`config.mk`:
```
export PLATFORM = sky130hd
export DESIGN_NAME = akf_alu
export DESIGN_NICKNAME = d
export VERILOG_FILES = /design/src/akf_pkg.sv /design/src/akf_alu.sv
export SDC_FILE = /design/constraint.sdc
export NUM_CORES = 2
export LEC_CHECK = 0
export ABC_AREA = 1
export BUFFER_PORTS_ARGS = -buffer_cell sky130_fd_sc_hd__buf_4
export CORE_AREA = 8 8 310 312
export DETAILED_ROUTE_END_ITERATION = 10
export DIE_AREA = 0 0 318 320
export PLACE_DENSITY = 0.74
export SYNTH_ARGS = -nofsm -noshare
export SYNTH_HDL_FRONTEND = slang
export SYNTH_SLANG_ARGS = --single-unit
```
`constraint.sdc`:
```
create_clock -name clk -period 10.7 [get_ports clk]
set_input_delay 1.07 -clock clk [delete_from_list [all_inputs] [get_ports clk]]
set_output_delay 1.07 -clock clk [all_outputs]
set_load 0.1 [all_outputs]
```
`src/akf_pkg.sv`:
```
package akf_pkg;
	localparam int FRAC_BITS = 16;
	localparam int WORD_BITS = 32;
	localparam logic signed [WORD_BITS-1:0] WMAX = {1'b0, {(WORD_BITS-1){1'b1}}};
	localparam logic signed [WORD_BITS-1:0] WMIN = {1'b1, {(WORD_BITS-1){1'b0}}};
	localparam logic signed [WORD_BITS-1:0] ONE = WORD_BITS'(64'sd1 <<< FRAC_BITS);

	typedef enum logic [1:0] {
		REG_INIT_ALT = 2'd0,
		REG_Q_POS    = 2'd1,
		REG_Q_VEL    = 2'd2,
		REG_R_MEAS   = 2'd3
	} reg_idx_t;

	typedef enum logic [1:0] {
		OP_MUL = 2'd0,
		OP_MDT = 2'd1,
		OP_DIV = 2'd2
	} op_t;

	typedef struct packed {
		logic                        start;
		op_t                         op;
		logic signed [WORD_BITS-1:0] a;
		logic signed [WORD_BITS-1:0] b;
	} alu_req_t;

	typedef struct packed {
		logic                        done;
		logic signed [WORD_BITS-1:0] res;
	} alu_rsp_t;

	function automatic logic signed [WORD_BITS-1:0] sat_add(
		input logic signed [WORD_BITS-1:0] a, input logic signed [WORD_BITS-1:0] b);
		logic signed [WORD_BITS:0] s;
		s = {a[WORD_BITS-1], a} + {b[WORD_BITS-1], b};
		if (s[WORD_BITS] != s[WORD_BITS-1]) return s[WORD_BITS] ? WMIN : WMAX;
		return s[WORD_BITS-1:0];
	endfunction

	function automatic logic signed [WORD_BITS-1:0] sat_sub(
		input logic signed [WORD_BITS-1:0] a, input logic signed [WORD_BITS-1:0] b);
		logic signed [WORD_BITS:0] s;
		s = {a[WORD_BITS-1], a} - {b[WORD_BITS-1], b};
		if (s[WORD_BITS] != s[WORD_BITS-1]) return s[WORD_BITS] ? WMIN : WMAX;
		return s[WORD_BITS-1:0];
	endfunction
endpackage

```
`src/akf_alu.sv`:
```
module akf_alu import akf_pkg::*; (
	input  logic     clk,
	input  logic     arst_n,
	input  alu_req_t req,
	output alu_rsp_t rsp
);
	localparam int W = WORD_BITS;
	localparam int PW = 2 * W;
	localparam int DN = W + FRAC_BITS;
	localparam int CW = $clog2(DN + 1);
	localparam logic [W:0] LIM = {2'b01, {(W-1){1'b0}}};

	typedef enum logic [2:0] {S_IDLE, S_MUL, S_MFIN, S_DIV, S_OUT} st_t;

	st_t st_q;
	op_t op_q;
	logic neg_q;
	logic [W-1:0] ma_q, mb_q;
	logic [PW-1:0] prod_q;
	logic [DN-1:0] num_q;
	logic [W:0] rem_q;
	logic [W:0] quo_q;
	logic [CW-1:0] cnt_q;
	logic signed [W-1:0] res_q;

	logic [W-1:0] ma, mb;
	logic [W:0] rsh, rsub;
	logic [W+1:0] qsh;
	logic [PW-FRAC_BITS:0] qm;
	logic [PW-16:0] qd;

	assign ma = req.a[W-1] ? W'(-req.a) : W'(req.a);
	assign mb = req.b[W-1] ? W'(-req.b) : W'(req.b);
	assign rsh = {rem_q[W-1:0], num_q[DN-1]};
	assign rsub = rsh - {1'b0, mb_q};
	assign qsh = {quo_q, (rsh >= {1'b0, mb_q})};
	assign qm = (PW-FRAC_BITS+1)'(({1'b0, prod_q} + ((PW+1)'(1) << (FRAC_BITS - 1)))
		>> FRAC_BITS);
	assign qd = (PW-15)'(({1'b0, prod_q} + (PW+1)'(32768)) >> 16);

	function automatic logic signed [W-1:0] fmag(input logic [PW:0] m, input logic n);
		if (n) return (m > {{(PW-W){1'b0}}, LIM}) ? WMIN : W'(-m);
		return (m > {{(PW-W+1){1'b0}}, WMAX}) ? WMAX : W'(m);
	endfunction

	always_ff @(posedge clk or negedge arst_n) begin
		if (!arst_n) begin
			st_q <= S_IDLE;
		end else begin
			case (st_q)
				S_IDLE: if (req.start) begin
					op_q <= req.op;
					ma_q <= ma;
					mb_q <= (req.op == OP_MDT) ? {{(W-16){1'b0}}, req.b[15:0]} : mb;
					neg_q <= (req.op == OP_MDT) ? req.a[W-1] : (req.a[W-1] ^ req.b[W-1]);
					num_q <= {ma, {FRAC_BITS{1'b0}}};
					rem_q <= '0;
					quo_q <= '0;
					cnt_q <= CW'(DN);
					if (req.op == OP_DIV) st_q <= (mb == '0) ? S_OUT : S_DIV;
					else st_q <= S_MUL;
					res_q <= '0;
				end
				S_MUL: begin
					prod_q <= PW'(ma_q) * PW'(mb_q);
					st_q <= S_MFIN;
				end
				S_MFIN: begin
					if (op_q == OP_MDT)
						res_q <= fmag((PW+1)'(qd), neg_q);
					else
						res_q <= fmag((PW+1)'(qm), neg_q);
					st_q <= S_OUT;
				end
				S_DIV: begin
					rem_q <= (rsh >= {1'b0, mb_q}) ? rsub : rsh;
					quo_q <= (qsh > {1'b0, LIM}) ? LIM + 1'b1 : qsh[W:0];
					num_q <= num_q << 1;
					cnt_q <= cnt_q - CW'(1);
					if (cnt_q == CW'(1)) begin
						st_q <= S_OUT;
						res_q <= fmag((PW+1)'((qsh > {1'b0, LIM}) ? LIM + 1'b1 : qsh[W:0]),
							neg_q);
					end
				end
				S_OUT: st_q <= S_IDLE;
				default: st_q <= S_IDLE;
			endcase
		end
	end

	assign rsp.done = (st_q == S_OUT);
	assign rsp.res = res_q;
endmodule

```
# Word-level counts from Yosys, hierarchy flattened

Index checks and enable logic that the tools add are counted.

Register bits: 285
Bits of input ports: 69
Output and inout bits: 33
Word-level logic and storage cells: 85

Add/subtract/negate cells: 7
$mul: 1
$lt $le $gt $ge: 6
Equal/unequal tests: 10
Multiplexer cells: 39
Bitwise gates (word level): 1
Reductions and logical operators: 9

Operators by type and width:

| operator                                                                           | count |
|---|---|
| 32-bit 2-to-1 mux                                                                  | 15 |
| 32-bit negation                                                                    | 4 |
| 33-bit 2-to-1 mux                                                                  | 3 |
| 32-bit case mux with 3 select lines                                                | 1 |
| 48-bit case mux with 2 select lines                                                | 1 |
| 33-bit case mux with 2 select lines                                                | 1 |
| 64-bit by 16-bit adder with 65-bit output (second input constant)                  | 1 |
| 32-bit by 32-bit multiplier with 64-bit output                                     | 1 |
| 32-bit case mux with 2 select lines                                                | 1 |
| 49-bit by 31-bit greater-than comparator with 1-bit output (second input constant) | 1 |
| 49-bit by 32-bit greater-than comparator with 1-bit output (second input constant) | 1 |
| 48-bit 2-to-1 mux                                                                  | 1 |
| 34-bit by 32-bit greater-than comparator with 1-bit output (second input constant) | 1 |
| 33-bit by 32-bit >= comparator with 1-bit output                                   | 1 |
| 33-bit by 31-bit greater-than comparator with 1-bit output (second input constant) | 1 |
| 33-bit by 32-bit greater-than comparator with 1-bit output (second input constant) | 1 |
| 32-bit zero test                                                                   | 1 |
| 32-bit subtractor                                                                  | 1 |
| 16-bit 2-to-1 mux                                                                  | 1 |
| 3-bit 2-to-1 mux                                                                   | 4 |
| 3-bit case mux with 4 select lines                                                 | 1 |
| 6-bit case mux with 2 select lines                                                 | 1 |
| 1-bit 2-to-1 mux                                                                   | 8 |
| 3-bit by 2-bit equality test with 1-bit output (second input constant)             | 2 |
| other kinds (15)                                                                   | 19 |

# Depth between registers and ports, before layout

Depth after elaboration: 9
Mapped depth: 35
Mapped depth without buffers: 33

# Least setup slack after synthesis

No wires, ideal clock.

Path type: register -> register
Start: reg mb_q[6]
End: reg prod_q[45] (data pin)
Library setup time: 260 ps
Data arrival time: 6,823 ps
Required time: 10,440 ps
Setup slack: 3,617 ps
Stages on the path, launching flop included: 32
Path buffers: 2
Clock period less this slack: 7,083 ps
Path through: edfxtp_1 -> clkbuf_1 -> clkbuf_1 -> nand2_1 -> inv_1 -> fa_1 -> fa_1 -> fa_1 -> inv_1 -> fa_1 -> inv_1 -> fa_1 -> inv_1 -> fa_1 -> inv_1 -> fa_1 -> inv_1 -> fa_1 -> inv_1 -> ha_1 -> nand2_1 -> nor2_1 -> nand2_1 -> nor4_1 -> nand2_1 -> o211ai_1 -> nand2_1 -> nand3_1 -> nand2_1 -> o21ai_0 -> a21oi_1 -> xnor2_1

Longest elaborated chain between the ends: 1

Ends and longest elaborated chain:

| element                                        | line          | RTL |
|---|---|---|
| from (decl)                                    | akf_alu.sv:18 | `logic [W-1:0] ma_q, mb_q;` |
| from (signal assigned)                         | akf_alu.sv:54 | `mb_q <= (req.op == OP_MDT) ? {{(W-16){1'b0}}, req.b[15:0]} : mb;` |
| 32-bit by 32-bit multiplier with 64-bit output | akf_alu.sv:65 | `prod_q <= PW'(ma_q) * PW'(mb_q);` |
| to (signal assigned)                           | akf_alu.sv:65 |  |
| to (decl)                                      | akf_alu.sv:19 | `logic [PW-1:0] prod_q;` |

Every way passes these cells.
A chain may end at the register's enable or synchronous reset.

# Final worst setup path

Start: reg mb_q[4]
End: reg prod_q[54] (data pin)

The elaborated chain is that of the path after synthesis.

==> results.yml <==
drt:
  drt_wl_total_mm: 153
  vias: 43600
  avgViaCountPerCell: 5.44
  drtIter0Drc: 3809
  antenna_left: 0
  routedWlPerCell_um: 19.1
  route.detailed.drc: 0
  dr.pass1.iters: 6
floorplanning:
  start_util: 0.576
  num_rows: 111
  die_w_um: 318
  core_area_sq_um: 91000
  dieArea_sq_um: 102000
  die_h_um: 320
  ios: 102
outcome:
  status: "completed"
cts:
  ctsLongestPathBuffers: 3
  htree_levels: 1
  cts_tree: "built"
  cts.repair.resized: 0
  insertion_delay_ps: 600
  cts_sinks: 252
  clk_pin_slew_worst_paths_ps: 60
  hold_buffers: 0
  cts_buffers: 28
  cts_setup_buffers: 0
  cts-root-buf: "clkbuf_16"
timing:
  fin_skew_ps: 47.2
  max_freq_ghz: 0.122
  max_slew_margin: 0.0198
  fin_crit_ps: 8200
  fin_crit_sh: 0.767
  rsz0062_at_grt: "false"
  finalHoldViolCount: 0
  setup_violations: 0
  maxSlewViolCount: 0
  tightest_slew_ps: 1470
  finalSetupTns_ps: 0
grt:
  antenna_found_initial: 1
  grt_usage: 0.303
  grt_max_degree: 85
  grt_first_pass_wirelength_mm: 248
  grt_overflow: 0
  grt_pass1_vias: 45900
place:
  routabilityCongestion: 0.975
  port_buffers: 101
  hpwl_mm: 119
logic_synthesis:
  synth_edf_count: 249
  yosysWarnings: 0
  synthFlopType: "edfxtp_1"
  syn-num-nets: 8165
  ys_seq_area_frac: 0.144
  avgSynthCellArea_sq_um: 7.60
  netlist_instances: 6898
  mappedNetlistArea_sq_um: 52400
  synthDistinctLibCells: 55
  async_reset_ff_frac: 0.0119
  synth-seq-cells: 252
worst_setup_path:
  ff2ff_setup_slack_ps: 2500
  cp_max_fo: 33
  crit_slowest_cell: "edfxtp_1"
  end_kind: "flip-flop"
  cp.arrival_ps: 8510
  worstSetupPathType: "flip-flop to flip-flop"
  start_kind: "flip-flop"
  critPathMostFrequentCell: "fa_1"
  cpPeakStageDelay_ps: 1330
  worstPathRequired_ps: 11010
finish:
  diodes: 0
  syn2layout_area_growth_pct: 5.08
  nFillCells: 8187
  drive_gt1_frac: 0.0430
  nNetsFinal: 8076
job:
  cap_violations: 0
worst_hold_path:
  hold_path_class: "input port to asynchronous set/reset pin"
## per-stage QoR
stage / utilization / std cells / setup WS [ps] / instance area, sq um / hold slack (ps)
6_report: 0.605 / 8016 / 2500 / 55100 / 265
3_5_place_dp: 0.595 / 7965 / 2620 / 54100 / 506
5_1_grt: 0.605 / 8016 / 2080 / 55100 / 256
2_1_floorplan: - / 6898 / 3620 / 52400 / 494
4_1_cts: 0.605 / 8016 / 2580 / 55100 / 247
3_3_place_gp: 0.595 / 7965 / 2740 / 54100 / 497
## cell type report
class	count	area, sq um	area share
clock buffers	31	733	0.0133
clock inverters	20	245	0.00445
inverters	1888	7090	0.129
multi-input cells	4458	36600	0.665
flip-flops and latches	252	7550	0.137
well taps	1186	1480	0.0269
repair buffers	181	1360	0.0247
## routing by layer
| layer | vias to the layer above | track usage | share of wire | routed length [um] |
|---|---|---|---|---|
| met1 | 21000 | 0.402 | 0.40 | 61100 |
| met2 | 2142 | 0.501 | 0.46 | 70300 |
| met5 | - | 0 | 0 | 0 |
| li1 | 20000 | - | - | - |
| met4 | 0 | 0.112 | 0.044 | 6790 |
| met3 | 433 | 0.0525 | 0.096 | 14700 |
## path summary, 6_finish.rpt
check,endpoint,cells after the start,startpoint
setup / recovery,prod_q[54]$_DFFE_PP_,26,mb_q[4]$_DFFE_PP_
hold / removal,st_q[1]$_DFFE_PN0P_,1,arst_n
setup reg to reg,prod_q[54]$_DFFE_PP_,26,mb_q[4]$_DFFE_PP_
hold reg to reg,num_q[35]$_DFFE_PP_,2,num_q[34]$_DFFE_PP_
max in group asynchronous,st_q[0]$_DFFE_PN0P_,1,arst_n
min in group clk,num_q[35]$_DFFE_PP_,2,num_q[34]$_DFFE_PP_
## Yosys cell counts, types with 11 or more instances
cell      number  area [sq um]
a21oi_1      215          1080
a31oi_1       28           175
buf_1         13          48.8
buf_2         11          55.1
clkbuf_1     266           998
edfxtp_1     249          7480
fa_1         896         17900
ha_1         302          3780
inv_1       1880          7060
nand2_1     1791          6720
nand3_1      210          1050
nand4_1       70           438
nor2_1       399          1500
nor3_1        56           280
nor4_1        18           113
o21a_1        13          97.6
o21ai_0      142           711
o21bai_1      11          82.6
o41ai_1       14           123
or2_2         11          68.8
xnor2_1       57           499
xor2_1       126          1100
## layout by cell type (no fill, tap or decap), drive strengths merged, types with 5 or more instances in the layout
master and instances:
buf 181, nor4 18, a21o 9, clkbuf 31, o21ai 146, a21oi 216
xnor2 58, nand3 215, o21a 13, fa 896, o31ai 7, o41ai 15
bufinv 5, nand2 1800, a31oi 28, o21bai 11, xor2 129, ha 302
o211ai 7, nand4 72, or2 13, nand3b 10, nor2 414, inv 1887
nor3 62, clkinvlp 5, clkinv 11, edfxtp 249
## state kept, by name (all words and copies together), names as in the netlist
name,count
neg_q,1
cnt_q,6
mb_q,32
prod_q,49
rem_q,32
res_q,32
st_q,3
num_q,32
quo_q,33
ma_q,32
## worst max-delay path, delay by kind of cell (launching register included)
family / cells / cell delay, ps
AND/OR/NAND/NOR: 6 / 770
XOR/XNOR: 1 / 130
adder cells (fa/ha/maj): 9 / 4470
buffers and inverters: 6 / 350
flip-flops: 1 / 1330
AO/OA/AOI/OAI: 4 / 840
## logic make-up (layout without fill, tap and decap cells)
logic type,count (synthesis),count (layout),synth area share
other cells,1,1,0.0000716
compound gates,461,461,0.0488
flops,252,252,0.144
fa+ha+maj,1198,1198,0.414
xor+xnor,187,187,0.0318
buf+inv,2188,2120,0.158
mux,1,1,0.000191
simple gates,2610,2610,0.203
Power is not shown: default switching activity piles up to over one toggle a cycle in this logic, so the estimate is an artifact.
